## config.mk

```make
export PLATFORM = sky130hd
export DESIGN_NAME = double_ended_queue_unit
export DESIGN_NICKNAME = d
export VERILOG_FILES = /design/src/design/deq_pkg.sv /design/src/design/deq_ctrl.sv /design/src/design/deq_dpath.sv /design/src/design/double_ended_queue_unit.sv
export SDC_FILE = /design/constraint.sdc
export NUM_CORES = 1
export LEC_CHECK = 0
export ABC_AREA = 1
export BUFFER_PORTS_ARGS = -buffer_cell sky130_fd_sc_hd__buf_2
export CORE_MARGIN = 10
export CORE_UTILIZATION = 40
export CTS_BUF_LIST = sky130_fd_sc_hd__clkbuf_8 sky130_fd_sc_hd__clkbuf_16
export CTS_CLUSTER_SIZE = 16
export DETAILED_ROUTE_END_ITERATION = 8
export SLEW_MARGIN = 40
export SYNTH_ARGS = -nofsm -noshare
export SYNTH_HDL_FRONTEND = slang
export SYNTH_SLANG_ARGS = --single-unit
export TNS_END_PERCENT = 1
```

## constraint.sdc

```tcl
create_clock -name aclk -period 3.5 [get_ports aclk]
set_input_delay 0.35 -clock aclk [delete_from_list [all_inputs] [get_ports aclk]]
set_output_delay 0.35 -clock aclk [all_outputs]
set_load 0.005 [all_outputs]
```

## src/design/deq_pkg.sv

```systemverilog
// Shared types, operation codes and status codes for the double-ended queue.
package deq_pkg;

    localparam logic [2:0] OP_PUSH_FRONT = 3'd0;
    localparam logic [2:0] OP_PUSH_BACK  = 3'd1;
    localparam logic [2:0] OP_POP_FRONT  = 3'd2;
    localparam logic [2:0] OP_POP_BACK   = 3'd3;
    localparam logic [2:0] OP_DUMP       = 3'd4;

    localparam logic [1:0] STAT_OK    = 2'd0;
    localparam logic [1:0] STAT_EMPTY = 2'd1;
    localparam logic [1:0] STAT_FULL  = 2'd2;

    typedef struct packed {
        logic [2:0]         func;
        logic signed [31:0] push_value;
    } deq_in_t;

    typedef struct packed {
        logic signed [31:0] value;
        logic [1:0]         status;
        logic               last;
    } deq_out_t;

    typedef enum logic [1:0] {
        S_IDLE,
        S_POP_RD,
        S_DUMP_RD
    } deq_state_t;

    typedef struct packed {
        logic       push_front;
        logic       push_back;
        logic       pop_front;
        logic       pop_back;
        logic       dump_start;
        logic       dump_next;
        logic       load_imm;
        logic [1:0] imm_status;
        logic       load_rd;
        logic       rd_last;
    } deq_cmd_t;

    typedef struct packed {
        logic empty;
        logic full;
        logic out_free;
        logic dump_last;
    } deq_stat_t;

endpackage

```

## src/design/deq_ctrl.sv

```systemverilog
// Controller state machine: decodes operations and sequences pops and dumps.
module deq_ctrl (
    input  logic              aclk,
    input  logic              aresetn,
    input  logic              s_valid,
    output logic              s_ready,
    input  logic [2:0]        s_func,
    input  deq_pkg::deq_stat_t stat,
    output deq_pkg::deq_cmd_t  cmd
);
    import deq_pkg::*;

    deq_state_t state_reg, state_next;

    always_ff @(posedge aclk) begin
        if (!aresetn) begin
            state_reg <= S_IDLE;
        end else begin
            state_reg <= state_next;
        end
    end

    always_comb begin
        state_next = state_reg;
        cmd        = '0;
        s_ready    = 1'b0;
        unique case (state_reg)
            S_IDLE: begin
                s_ready = stat.out_free;
                if (s_valid && stat.out_free) begin
                    unique case (s_func) inside
                        OP_PUSH_FRONT, OP_PUSH_BACK: begin
                            cmd.load_imm = 1'b1;
                            if (stat.full) begin
                                cmd.imm_status = STAT_FULL;
                            end else begin
                                cmd.imm_status = STAT_OK;
                                cmd.push_front = (s_func == OP_PUSH_FRONT);
                                cmd.push_back  = (s_func == OP_PUSH_BACK);
                            end
                        end
                        OP_POP_FRONT, OP_POP_BACK: begin
                            if (stat.empty) begin
                                cmd.load_imm   = 1'b1;
                                cmd.imm_status = STAT_EMPTY;
                            end else begin
                                cmd.pop_front = (s_func == OP_POP_FRONT);
                                cmd.pop_back  = (s_func == OP_POP_BACK);
                                state_next    = S_POP_RD;
                            end
                        end
                        OP_DUMP: begin
                            if (stat.empty) begin
                                cmd.load_imm   = 1'b1;
                                cmd.imm_status = STAT_EMPTY;
                            end else begin
                                cmd.dump_start = 1'b1;
                                state_next     = S_DUMP_RD;
                            end
                        end
                        default: ;  // undefined operation: drop silently
                    endcase
                end
            end
            S_POP_RD: begin
                if (stat.out_free) begin
                    cmd.load_rd = 1'b1;
                    cmd.rd_last = 1'b1;
                    state_next  = S_IDLE;
                end
            end
            S_DUMP_RD: begin
                if (stat.out_free) begin
                    cmd.load_rd = 1'b1;
                    cmd.rd_last = stat.dump_last;
                    if (stat.dump_last) begin
                        state_next = S_IDLE;
                    end else begin
                        cmd.dump_next = 1'b1;
                    end
                end
            end
            default: state_next = S_IDLE;
        endcase
    end

endmodule

```

## src/design/deq_dpath.sv

```systemverilog
// Datapath: ring-buffer storage, front/occupancy pointers and result register.
module deq_dpath #(
    parameter int DEPTH = 16
) (
    input  logic               aclk,
    input  logic               aresetn,
    input  logic signed [31:0] push_value,
    input  deq_pkg::deq_cmd_t  cmd,
    output deq_pkg::deq_stat_t stat,
    output logic               m_valid,
    input  logic               m_ready,
    output deq_pkg::deq_out_t  m_data
);
    import deq_pkg::*;

    localparam int AW = (DEPTH > 1) ? $clog2(DEPTH) : 1;
    localparam int CW = $clog2(DEPTH + 1);
    localparam int SW = CW + 1;

    logic [31:0]   mem_reg [DEPTH];
    logic [31:0]   rd_data_reg;
    logic [AW-1:0] front_reg, front_next;
    logic [CW-1:0] occ_reg, occ_next;
    logic [AW-1:0] rd_ptr_reg;
    logic [CW-1:0] left_reg, left_next;
    logic          out_valid_reg, out_valid_next;
    deq_out_t      out_reg, out_next;

    logic [SW-1:0] back_sum, tail_sum;
    logic [AW-1:0] back_idx, tail_idx, front_dec, front_inc, rd_inc;
    logic [AW-1:0] waddr, raddr;
    logic          wen, ren;

    // Ring arithmetic: one compare-and-subtract keeps indexes inside DEPTH.
    assign back_sum  = SW'(front_reg) + SW'(occ_reg);
    assign tail_sum  = back_sum - SW'(1);
    assign back_idx  = (back_sum >= SW'(DEPTH)) ? AW'(back_sum - SW'(DEPTH)) : AW'(back_sum);
    assign tail_idx  = (tail_sum >= SW'(DEPTH)) ? AW'(tail_sum - SW'(DEPTH)) : AW'(tail_sum);
    assign front_dec = (front_reg == '0) ? AW'(DEPTH - 1) : front_reg - AW'(1);
    assign front_inc = (front_reg == AW'(DEPTH - 1)) ? '0 : front_reg + AW'(1);
    assign rd_inc    = (rd_ptr_reg == AW'(DEPTH - 1)) ? '0 : rd_ptr_reg + AW'(1);

    always_comb begin
        front_next = front_reg;
        occ_next   = occ_reg;
        left_next  = left_reg;
        wen        = cmd.push_front | cmd.push_back;
        ren        = cmd.pop_front | cmd.pop_back | cmd.dump_start | cmd.dump_next;
        waddr      = cmd.push_front ? front_dec : back_idx;
        raddr      = front_reg;
        if (cmd.push_front) begin
            front_next = front_dec;
        end
        if (cmd.push_front || cmd.push_back) begin
            occ_next = occ_reg + CW'(1);
        end
        if (cmd.pop_front) begin
            front_next = front_inc;
        end
        if (cmd.pop_back) begin
            raddr = tail_idx;
        end
        if (cmd.pop_front || cmd.pop_back) begin
            occ_next = occ_reg - CW'(1);
        end
        if (cmd.dump_start) begin
            left_next = occ_reg;
        end
        if (cmd.dump_next) begin
            raddr     = rd_inc;
            left_next = left_reg - CW'(1);
        end
    end

    always_ff @(posedge aclk) begin
        if (wen) begin
            mem_reg[waddr] <= push_value;
        end
        if (ren) begin
            rd_data_reg <= mem_reg[raddr];
            rd_ptr_reg  <= raddr;
        end
        left_reg <= left_next;
        out_reg  <= out_next;
    end

    always_ff @(posedge aclk) begin
        if (!aresetn) begin
            front_reg     <= '0;
            occ_reg       <= '0;
            out_valid_reg <= 1'b0;
        end else begin
            front_reg     <= front_next;
            occ_reg       <= occ_next;
            out_valid_reg <= out_valid_next;
        end
    end

    always_comb begin
        out_next       = out_reg;
        out_valid_next = out_valid_reg & ~m_ready;
        if (cmd.load_imm) begin
            out_next.value  = '0;
            out_next.status = cmd.imm_status;
            out_next.last   = 1'b1;
            out_valid_next  = 1'b1;
        end else if (cmd.load_rd) begin
            out_next.value  = rd_data_reg;
            out_next.status = STAT_OK;
            out_next.last   = cmd.rd_last;
            out_valid_next  = 1'b1;
        end
    end

    assign stat.empty     = (occ_reg == '0);
    assign stat.full      = (occ_reg == CW'(DEPTH));
    assign stat.out_free  = ~out_valid_reg | m_ready;
    assign stat.dump_last = (left_reg == CW'(1));

    assign m_valid = out_valid_reg;
    assign m_data  = out_reg;

endmodule

```

## src/design/double_ended_queue_unit.sv

```systemverilog
// Top level of the double-ended queue: controller plus ring-buffer datapath.
//
// A deque of DEPTH signed 32-bit words kept in a ring buffer. Each input beat
// carries one operation: push front, push back, pop front, pop back or dump.
// Pushes and pops give exactly one result beat (last set); a push on a full
// queue is dropped with status full, a pop on an empty queue returns status
// empty with value zero. A dump returns every stored word front to back, with
// last on the back word, and leaves the queue unchanged; a dump of an empty
// queue gives one empty beat. Operation codes 5 to 7 are dropped with no
// result. A push, or any empty/full case, is answered from the idle state; a pop
// waits in a read state as the storage read is registered; a dump reads one word
// at a time; no input is taken in those read states. The input is also held
// off while a result beat waits in the output register and the receiver is
// not ready; a beat leaving in the same cycle frees the register at once.
// No clearing pass is needed after reset: only occupied entries are ever read.
module double_ended_queue_unit #(
    parameter int DEPTH = 16
) (
    input  logic              aclk,
    input  logic              aresetn,
    input  logic              s_valid,
    output logic              s_ready,
    input  deq_pkg::deq_in_t  s_data,
    output logic              m_valid,
    input  logic              m_ready,
    output deq_pkg::deq_out_t m_data
);
    import deq_pkg::*;

    deq_cmd_t  cmd;
    deq_stat_t stat;

    // Decode operations and step through pop and dump reads.
    deq_ctrl u_ctrl (
        .aclk    (aclk),
        .aresetn (aresetn),
        .s_valid (s_valid),
        .s_ready (s_ready),
        .s_func  (s_data.func),
        .stat    (stat),
        .cmd     (cmd)
    );

    // Hold storage, pointers and the result register.
    deq_dpath #(
        .DEPTH (DEPTH)
    ) u_dpath (
        .aclk       (aclk),
        .aresetn    (aresetn),
        .push_value (s_data.push_value),
        .cmd        (cmd),
        .stat       (stat),
        .m_valid    (m_valid),
        .m_ready    (m_ready),
        .m_data     (m_data)
    );

endmodule
```

# Word level (Yosys, flattened, before mapping)
# Memories as Yosys holds them, arrays and structs flattened. A register that Yosys moved wholly into a read port is not among the register bits.
# Cells that the tools add are included.
word_totals:
  out_inout_bits: 37
  mem_bits_rw: 512
  memories: 1
  wordCells: 110
  regBits: 56
op_classes:
  muxes: 48
  eq_ne: 17
  reduce_logical: 15
  order_cmp: 2
  n_addsub: 10
  bitwise: 8
mem_list:
  columns: ["memory", "depth", "width", "rd", "rd_ports_with_merged_regs", "write_ports", "line_no", "source"]
  rows:
  - ["u_dpath.mem_reg", 16, 32, 1, 1, 1, "deq_dpath.sv:20", "logic [31:0] mem_reg [DEPTH];"]
op_table:
  columns: ["cell", "count"]
  rows:
  - ["4-bit 2-to-1 mux", 10]
  - ["5-bit 2-to-1 mux", 6]
  - ["2-bit 2-to-1 mux", 13]
  - ["3-bit 2-to-1 mux", 5]
  - ["6-bit by 5-bit greater-or-equal comparator with 1-bit output (second input constant)", 2]
  - ["4-bit by 1-bit subtractor with 4-bit output (second input constant)", 3]
  - ["1-bit 2-to-1 mux", 10]
  - ["5-bit by 1-bit subtractor with 5-bit output (second input constant)", 2]
  - ["4-bit by 1-bit adder with 4-bit output (second input constant)", 2]
  - ["4-bit equality test (second input constant)", 2]
  - ["2-bit by 1-bit inequality test with 1-bit output (second input constant)", 4]
  - ["2-bit case mux with 2 select lines", 2]
  - ["2-bit nonzero test", 4]
  - ["7-bit AND reduction", 1]
  - ["4-bit by 5-bit adder with 6-bit output", 1]
  - ["3-bit by 2-bit equality test with 1-bit output (second input constant)", 2]
  - ["3-bit inequality test (second input constant)", 2]
  - ["2-bit case mux with 3 select lines", 1]
  - ["3-bit case mux with 2 select lines", 1]
  - ["6-bit by 1-bit subtractor with 6-bit output (second input constant)", 1]
  - ["5-bit by 1-bit adder with 5-bit output (second input constant)", 1]
  - ["5-bit by 1-bit equality test with 1-bit output (second input constant)", 1]
  - ["5-bit equality test (second input constant)", 1]
  - ["5-bit zero test", 1]
  - ["other kinds (15)", 22]

# Logic depth before layout (Yosys ltp)
# Gate-level depths: netlist (run 1).
logic_depth:
  word_depth: 8
  depth_mapped: 16
  depth_no_buf: 15

# Cells and area by module
# From an unflattened synthesis (run 1), not the netlist that was laid out.
unflattened:
  hier_cells: 2177
  hier_area_um2: 25020.2
modules_own_cells:
  columns: ["mod", "cells_per_inst", "n_inst", "seq_area_each_um2", "area_per_inst_um2"]
  rows:
  - ["deq_dpath", 2123, 1, 17526.8, 24694.9]
  - ["deq_ctrl", 54, 1, 40.0, 325.3]

# Least setup slack after synthesis (run 1)
# Ideal clock, no wire load.
synth_path:
  path_kind: "register to register"
  from: "register u_ctrl.state_reg[0]"
  to: "memory u_dpath.mem_reg[8][0] (enable)"
  setup_ns: 0.421
  required_time_ns: 3.079
  t_arrival_ns: 3.075
  path_buffers: 0
  slack_ns: 0.003
  stages_incl_launch_ff: 13
  path_cell_list: "dfxtp_1 > inv_1 > ha_1 > nand3_2 > nor2_1 > inv_1 > nor2_2 > inv_1 > nor2_4 > o21ai_0 > o21ai_0 > nand2_1 > nor2_1"
synth_via:
  elab_chain_cells: 5
  word_cells_on_any_way: 6
  classes_between: "mux: 4; bitwise: 1; reduce/logical: 1"
synth_rtl:
  columns: ["element", "line_no", "source"]
  rows:
  - ["start: declaration", "deq_ctrl.sv:13", "deq_state_t state_reg, state_next;"]
  - ["start signal: assignment", "deq_ctrl.sv:19", "state_reg <= state_next;"]
  - ["2-bit zero test *", "deq_ctrl.sv:27", "unique case (state_reg)"]
  - ["5-bit 2-to-1 mux *", "deq_ctrl.sv:27", null]
  - ["1-bit bitwise OR", "deq_dpath.sv:47", "wen = cmd.push_front | cmd.push_back;"]
  - ["1-bit 2-to-1 mux", "deq_dpath.sv:76", "if (wen) begin"]
  - ["1-bit 2-to-1 mux (implied by the code)", "deq_dpath.sv:77", "mem_reg[waddr] <= push_value;"]
  - ["end: declaration", "deq_dpath.sv:20", null]
# Every way passes the cells marked *; elsewhere a longest branch is shown, timed or not.

# Final worst setup path (run 1)
layout_path:
  from: "register u_dpath.occ_reg[0]"
  to: "register u_dpath.rd_data_reg[24], read port of u_dpath.mem_reg (data pin)"
layout_via:
  elab_chain_cells: 8
  word_cells_on_any_way: 17
  classes_between: "add/sub: 3; order compare: 1; mux: 9; bitwise: 3; reduce/logical: 1"
layout_rtl:
  columns: ["element", "line_no", "source"]
  rows:
  - ["start: declaration", "deq_dpath.sv:23", "logic [CW-1:0] occ_reg, occ_next;"]
  - ["start signal: assignment", "deq_dpath.sv:94", "occ_reg <= occ_next;"]
  - ["branches (longest 8 deep; another with 4-bit by 5-bit adder with 6-bit output)", null, null]
  - ["end: declaration", "deq_dpath.sv:21", "logic [31:0] rd_data_reg;"]
# Parallel ways; which one is timed is not known.
# A chain may end at the register's enable or synchronous reset.

==> impl_metrics.yaml, run 1 <==
yosys:
  netlist_area_mm2: 0.02642
  ys_warn_count: 0
  yosysTopAreaCell: "edfxtp_1"
  ys_ff_latch: 600
  syn-mean-instance-area_um2: 10.21
  yosysSeqAreaShare_pct: 66.49
  syn_nets: 2645
  ys_types: 33
  synth_cells: 2588
  synth_area_leaders: "edfxtp_1, nand3_1, inv_1, nand2_1, dfxtp_1"
  synth_top_area_share_pct: 63.08
sta:
  min_period_ns: 3.148
  worst_pin_slew_ns: 0.8030
  rsz0062_at_grt: "no"
  whs_ns: 0.05799
  clock.fmax_mhz: 317.7
  fin_crit_sh_pct: 89.93
  final_max_slew_viol_count: 0
  tns_ns: 0
  hold_viol: 0
  skew_ns: 0.01393
  slew_headroom_pct: 46.47
  final-setup-viol-count: 0
clocking:
  worstSkewPairLatency_ns: 0.63
  clk_path_buf_depth: 3
  cts_buffers: 61
  clock_sinks: 600
  ctsHoldBuffers: 0
  cts_tree: "built"
  h-tree-depth: 2
  post_cts_buffers: 0
  clk_pin_slew_ns: 0.06
  cts_resized: 0
  cts_root_buf: "clkbuf_16"
setup_path:
  path_cells: "ha_1 -> inv_1 -> fa_1 -> ha_1 -> nand3_1 -> nand3_1 -> nand2_4 -> inv_4 -> buf_12 -> nand3_1 -> nand3_1 -> nand3_1 -> nand2_1"
  worstPathMaxFanout: 56
  cpPeakStageDelay_ns: 0.48
  startpoint_type: "register"
  cpMaxStageDelayCell: "fa_1"
  crit_top_cell: "nand3_1"
  path_class: "register to register"
  crit_arrival_ns: 3.65
  r2r_slack_ns: 0.35
  cp-end-kind: "register"
  critPathRequiredTime_ns: 4.00
global_routing:
  grt_overflow: 0
  grt_use_met3_pct: 2.377
  grtUsageTotal_pct: 17.00
  grt-busiest-layer: "met2"
  grt_max_degree: 158
  gr-usage-met1_pct: 22.77
  antenna_found_initial: 0
  grt_pass1_vias: 17600
  met2_usage_pct: 28.32
  grt_pass1_wl_um: 103100
placement:
  place.gp.congestion: 0.7967
  dp_hpwl_um: 37380
  dpl_cell_area_mm2: 0.02805
  io_buffers: 75
pwr:
  power_density_mw_per_mm2: 552.4
  total_leakage_power_nw: 12.74
  peakVddDrop_mv: 0.4138
worst_hold_path:
  hp-class: "primary input to register"
final_layout:
  layout.core_utilization_pct: 45.80
  stdcell_area_mm2: 0.03006
  n_antenna_cell: 0
  layout_common_cells: "nand3_1, inv_1, edfxtp_1"
  mostFrequentLayoutCell: "nand3_1"
  area_delta_synth_final_pct: 13.77
  drive_above_1_share_pct: 9.744
  nets: 2705
  largest_reg_flops: 512
floorplan:
  initial_core_util_pct: 40.26
  core_area_mm2: 0.06563
  die_w_um: 277.0
  die_height_um: 277.0
  die_area_mm2: 0.07673
  rows: 94
  pin_count: 76
route:
  detail-route-antenna-nets: 0
  dr.pass1.iters: 7
  via_per_inst: 5.039
  drt_iter0_markers: 1593
  drt-total-wl_um: 66600
  wl_per_cell_um: 18.69
  drc: 0
  route.vias.total: 17950
outcome:
  outcome: "complete, no violations"
flow_run:
  max_cap_violations: 0
-- stage by stage --
stage | std cells | worst slack, ns | power, mW
after floorplan | 2588 | 0.003447 | 9.544
after global placement | 3449 | 0.4755 | 10.26
after detailed placement | 3449 | 0.4175 | 10.30
after CTS | 3563 | 0.3695 | 16.77
after global routing | 3563 | 0.06755 | 17.28
final | 3563 | 0.3523 | 16.60
-- where the power goes --
group / total, mW / internal, mW / switching [mW]
clock: 6.46 / 3.73 / 2.73
combinational: 1.97 / 0.604 / 1.37
sequential: 8.17 / 8.07 / 0.0992
-- critical path, delay by kind of cell (launching register included) --
family | cells | cell delay, ns
flops | 1 | 0.47
buf+inv | 3 | 0.63
fa+ha+maj | 3 | 0.99
simple gates | 7 | 0.85
-- cells by family after synthesis --
kind of cell               synth area share [%]
DFF                                       66.49
AOI/OAI and AO/OA                         1.672
and+or+nand+nor                           20.11
adders and majority gates                0.9093
buffers and inverters                     10.48
xor gates and xnor gates                 0.3315
-- cell usage after synthesis --
cell	count
dfxtp_1	45
nor2_2	2
inv_2	3
o21ai_1	3
xnor2_1	4
nand2_2	4
o21ai_2	2
inv_1	558
a211oi_1	2
nor2_1	41
nand3b_1	1
edfxtp_1	555
nor3_1	5
nand2_1	502
o21bai_1	1
a31oi_1	1
buf_2	80
nand3_1	624
or2_2	2
nand4_1	1
fa_1	2
nor2_4	3
a21oi_1	47
buf_4	20
o21ai_0	21
a221oi_1	1
buf_1	4
clkbuf_1	26
xor2_1	6
ha_1	16
o211ai_1	2
o21ai_4	1
nand3_2	3
-- layer usage --
| layer | wire (um) | share of wire, % |
|---|---|---|
| met5 | 0 | 0 |
| met4 | 1345 | 2.0 |
| met2 | 31750 | 48 |
| met1 | 29950 | 45 |
| met3 | 3555 | 5.3 |
-- area by class of cell --
cell class | count | area, um2
Clock buffer | 67 | 1609
Fill cell | 6099 | 35570
Sequential cell | 600 | 17570
Timing Repair Buffer | 127 | 1003
Tap cell | 864 | 1081
Clock inverter | 47 | 395.4
Multi-Input combinational cell | 1297 | 6292
Inverter | 561 | 2108
-- worst paths after layout --
| path | startpoint | end | depth (start not counted) |
|---|---|---|---|
| min | aresetn | u_dpath.occ_reg[4] | 3 |
| min reg2reg | u_dpath.m_data[27] | u_dpath.m_data[27] | 2 |
| max reg2reg | u_dpath.occ_reg[0] | u_dpath.rd_data_reg[24] | 13 |
| max | u_dpath.occ_reg[0] | u_dpath.rd_data_reg[24] | 13 |
Power figures use the tool's default switching activity.
==> inputs of run 2 (changes only) <==
Settings changed: CAP_MARGIN set to 40, CORE_UTILIZATION 40 to 56, PLACE_DENSITY set to 0.76.
==> run 2 against run 1 <==
  * Final cell count down 7.5%
  * Register-to-register slack got worse by 0.06 ns
  * Worst setup slack worse by 0.064 ns
  * Sequential share of layout area increased by 0.71 points
  * Non-clock buffer count shrank 4
  * Hold slack improved by 0.020 ns
==> impl_metrics.yaml, run 2 (same netlist as run 1, synthesis figures left out) <==
clocking:
  cts_tree: "built"
  clk_pin_slew_ns: 0.06
  worstSkewPairLatency_ns: 0.62
  clock_sinks: 600
  cts_buffers: 58
  cts_resized: 0
  h-tree-depth: 2
  post_cts_buffers: 0
  ctsHoldBuffers: 0
  clk_path_buf_depth: 3
  cts_root_buf: "clkbuf_16"
setup_path:
  startpoint_type: "register"
  critPathRequiredTime_ns: 3.78
  crit_start: "u_ctrl.state_reg[0]"
  reg2reg_from: "u_ctrl.state_reg[0]"
  worstPathMaxFanout: 18
  cp-end-kind: "register"
  crit_arrival_ns: 3.49
  path_class: "register to register"
floorplan:
  die_area_mm2: 0.05626
  core_area_mm2: 0.04656
  rows: 79
  die_height_um: 237.2
  die_w_um: 237.2
  initial_core_util_pct: 56.75
  pin_count: 76
placement:
  io_buffers: 75
  dp_hpwl_um: 35830
  pre_cts_ws_ns: 0.3160
  place.gp.congestion: 0.8405
sta:
  fin_crit_sh_pct: 91.77
  timing.final.ws_setup_ns: 0.2880
  tns_ns: 0
  skew_ns: 0.01379
  slew_headroom_pct: 49.74
  hold_viol: 0
  final-setup-viol-count: 0
  clock.fmax_mhz: 311.3
  worst_pin_slew_ns: 0.7539
  rsz0062_at_grt: "no"
  final_max_slew_viol_count: 0
  min_period_ns: 3.212
global_routing:
  grt_pass1_wl_um: 102300
  grt_pass1_vias: 18050
  grt_max_degree: 130
  grt_overflow: 0
  antenna_found_initial: 6
  grtUsageTotal_pct: 23.19
route:
  dr.pass1.iters: 6
  route.vias.total: 18550
  detail-route-antenna-nets: 0
  drt-total-wl_um: 67010
  wl_per_cell_um: 20.34
  via_per_inst: 5.630
  drt_iter0_markers: 2402
  drc: 0
pwr:
  switchingPower_mw: 4.116
  p_int_mw: 12.25
  p_comb_share_pct: 12.2
  total_leakage_power_nw: 12.69
  p_clk_share_pct: 37.8
  power.share.sequential_pct: 50.0
  power_density_mw_per_mm2: 551.0
  swShare_pct: 25.16
  p_total_mw: 16.36
  peakVddDrop_mv: 0.3940
final_layout:
  multi_input_area_mm2: 0.006270
  mostFrequentLayoutCell: "nand3_1"
  drive_above_1_share_pct: 9.267
  area_delta_synth_final_pct: 12.39
  num-fill-cells: 3429
  largest_reg_flops: 512
  seqCellArea_mm2: 0.01757
  nets: 2698
  layout_common_cells: "nand3_1, inv_1, edfxtp_1"
outcome:
  outcome: "complete, no violations"
worst_hold_path:
  hp-start: "aresetn"
  hp-class: "primary input to register"
flow_run:
  max_cap_violations: 0
run 2: through the flow:
stage / hold slack, ns / std cells / cell area, um2 / util, %
floorplan: 0.4432 / 2588 / 26420 / -
global placement: 0.4496 / 3186 / 27780 / 59.66
detailed placement: 0.4509 / 3188 / 27820 / 59.75
CTS: 0.06353 / 3294 / 29690 / 63.77
global route: 0.08391 / 3295 / 29690 / 63.78
finish: 0.07812 / 3295 / 29690 / 63.78
run 2: per-layer routing:
metal / global-route usage [%] / part of all wire (%)
met2: 37.75 / 47
met4: 8.203 / 3.1
met3: 5.306 / 11
met5: 0 / 0.091
met1: 30.12 / 38
run 2: path summary, 6_finish.rpt:
kind	endpoint	slack, ns	cells past startpoint
worst max-delay path	u_dpath.mem_reg[4][17]	0.29	13
worst min-delay path	u_dpath.m_valid	0.08	3
worst max register to register	u_dpath.mem_reg[4][17]	0.29	13
worst min register to register	u_dpath.m_data[19]	0.46	2
run 2: critical path, stage by stage (launching register included):
cell and delay, ns:
dfxtp_1 0.33, inv_1 0.08, ha_1 0.26, nand3_2 0.19, nor2_1 0.13, inv_1 0.09
nor2_2 0.21, inv_1 0.12, nor2_4 0.17, nand2_1 0.09, o21ai_0 0.16, nand3_1 0.41
nor2_4 0.24, buf_4 0.35
run 2: power by group through the flow:
stage               combinational [mW]  clock [mW]  sequential [mW]
finish                            2.00        6.18             8.18
detailed placement                1.97           0             8.33
floorplan                         1.24           0             8.31
global route                      2.21        6.51             8.19
CTS                               1.99        6.22             8.18
global placement                  1.90           0             8.32
run 2: area by class of cell:
class | instances | share of cell area (%)
Clock inverter | 43 | 1.150
Multi-Input combinational cell | 1297 | 21.11
Clock buffer | 63 | 5.158
Tap cell | 607 | 2.558
Sequential cell | 600 | 59.16
Timing Repair Buffer | 123 | 3.750
Inverter | 561 | 7.100
Antenna cell | 1 | 0.008427
==> inputs of run 3 (changes only) <==
--- a/config.mk
+++ b/config.mk
@@ -14,4 +14,5 @@
 export CTS_CLUSTER_SIZE = 16
 export DETAILED_ROUTE_END_ITERATION = 8
+export HOLD_SLACK_MARGIN = 0.08
 export PLACE_DENSITY = 0.76
 export SLEW_MARGIN = 40
==> constraint.sdc (replaced) <==
create_clock -name aclk -period 3.5 [get_ports aclk]
set_input_delay 0.7 -clock aclk [delete_from_list [all_inputs] [get_ports aclk]]
set_output_delay 0.7 -clock aclk [all_outputs]
set_load 0.005 [all_outputs]
==> run 3 against run 2 <==
  * Design area increased by 0.50%
  * Largest power group unchanged
  * Sequential power about the same
  * Combinational power about the same
  * Flip-flop and latch count unchanged
  * Utilization increased by 0.32 points
  * Power increased by 0.69%
  * Critical path depth decreased by 1
  * Critical endpoint is now u_dpath.rd_data_reg[21]
  * Highest routed layer unchanged
  * Final cell count increased by 0.15%
  * Routed wire length decreased by 1.8%
==> impl_metrics.yaml, run 3 (same netlist as run 1, synthesis figures left out) <==
outcome:
  outcome: "complete, no violations"
floorplan:
  rows: 79
  core_area_mm2: 0.04656
  die_height_um: 237.2
  die_w_um: 237.2
  initial_core_util_pct: 56.75
  pin_count: 76
  die_area_mm2: 0.05626
clocking:
  h-tree-depth: 2
  cts_tree: "built"
  clk_pin_slew_ns: 0.06
  cts_resized: 0
  worstSkewPairLatency_ns: 0.65
  post_cts_buffers: 0
  clk_path_buf_depth: 3
  cts_buffers: 59
  ctsHoldBuffers: 0
  cts_root_buf: "clkbuf_16"
  clock_sinks: 600
final_layout:
  seqCellArea_mm2: 0.01757
  nets: 2701
  instances_no_fill: 3300
  stdcell_area_mm2: 0.02984
  num-fill-cells: 3404
  area_delta_synth_final_pct: 12.96
  mostFrequentLayoutCell: "nand3_1"
  largest_reg_flops: 512
  layout_common_cells: "nand3_1, inv_1, edfxtp_1"
  drive_above_1_share_pct: 9.469
  n_antenna_cell: 0
  multi_input_area_mm2: 0.006270
route:
  dr.pass1.iters: 5
  detail-route-antenna-nets: 0
  via_per_inst: 5.657
  drt_iter0_markers: 1876
  drt-total-wl_um: 65830
  route.vias.total: 18670
  wl_per_cell_um: 19.95
  drc: 0
placement:
  place.gp.congestion: 0.8516
  placed_cells: 3190
  dp_hpwl_um: 37000
  dpl_cell_area_mm2: 0.02792
  io_buffers: 75
setup_path:
  crit_arrival_ns: 3.51
  worstPathMaxFanout: 42
  critPathRequiredTime_ns: 3.98
  cp-end-kind: "register"
  path_class: "register to register"
  startpoint_type: "register"
worst_hold_path:
  hp-class: "primary input to register"
sta:
  skew_ns: 0.03015
  hold_viol: 0
  min_period_ns: 3.029
  worst_pin_slew_ns: 0.6590
  clock.fmax_mhz: 330.1
  tns_ns: 0
  slew_headroom_pct: 55.73
  rsz0062_at_grt: "no"
  final-setup-viol-count: 0
  fin_crit_sh_pct: 86.54
  final_max_slew_viol_count: 0
global_routing:
  grt_pass1_vias: 18460
  antenna_found_initial: 4
  grt_pass1_wl_um: 102000
  grt_overflow: 0
  grtUsageTotal_pct: 23.01
  grt_max_degree: 129
pwr:
  p_clk_share_pct: 38.1
  peakVddDrop_mv: 0.4262
  power_density_mw_per_mm2: 552.1
  power.share.sequential_pct: 49.6
  p_comb_share_pct: 12.3
  total_leakage_power_nw: 12.72
  p_int_mw: 12.28
  switchingPower_mw: 4.191
  swShare_pct: 25.44
flow_run:
  max_cap_violations: 0
run 3: cell types whose count changed in the layout (fill, tap and decap cells not counted), moves of 2 or more:
cell and change:
buf_12 +9, clkinv_1 +7, inv_1 -7, buf_4 -5, clkbuf_8 -4, clkinv_2 +3, clkinvlp_4 +2
run 3: cell type report:
class,instances,area share (%)
inverters,561,7.065
clock inverters,51,1.501
repair buffers,125,4.067
multi-input cells,1297,21.01
well taps,607,2.545
flip-flops and latches,600,58.87
clock buffers,59,4.947
run 3: final timing paths:
path                      start  slack [ns]  depth (start not counted)                      end
max          u_dpath.occ_reg[0]        0.47                         12  u_dpath.rd_data_reg[21]
min                     aresetn        0.42                          3          u_dpath.m_valid
max reg2reg  u_dpath.occ_reg[0]        0.47                         12  u_dpath.rd_data_reg[21]
min reg2reg  u_dpath.m_data[26]        0.46                          2       u_dpath.m_data[26]
run 3: power by group through the flow:
stage	Clock (mW)	Sequential, mW	Combinational [mW]
2_1_floorplan	0	8.31	1.24
3_3_place_gp	0	8.32	1.93
3_5_place_dp	0	8.33	2.00
4_1_cts	6.34	8.17	2.02
5_1_grt	6.64	8.19	2.23
6_report	6.27	8.18	2.03
run 3: critical path, stage by stage, from the launching register on:
cell     delay [ns]
dfxtp_1        0.47
ha_1           0.21
inv_1          0.05
fa_1           0.47
ha_1           0.30
nand3_1        0.09
nand3_1        0.13
nand2_4        0.17
buf_4          0.48
nand3_1        0.16
nand3_1        0.11
nand3_1        0.08
nand2_1        0.14
run 3: metal layers:
metal	vias to the layer above	part of all wire, %	GRT usage, %
met5	-	0.062	0
met4	6	3.4	9.998
met3	166	11	4.752
met2	1019	47	36.88
met1	8899	39	29.99
li1	8577	-	-
run 3: stage by stage:
stage                     setup WS, ns  util [%]  total power [mW]  hold WS [ns]
after floorplan                -0.2084         -             9.544        0.4432
after global placement          0.3734     59.97             10.25        0.4476
after detailed placement        0.3448     59.97             10.33        0.4510
after CTS                       0.5003     64.10             16.53        0.4017
after global routing            0.2739     64.10             17.05        0.4135
final                           0.4710     64.10             16.47        0.4224
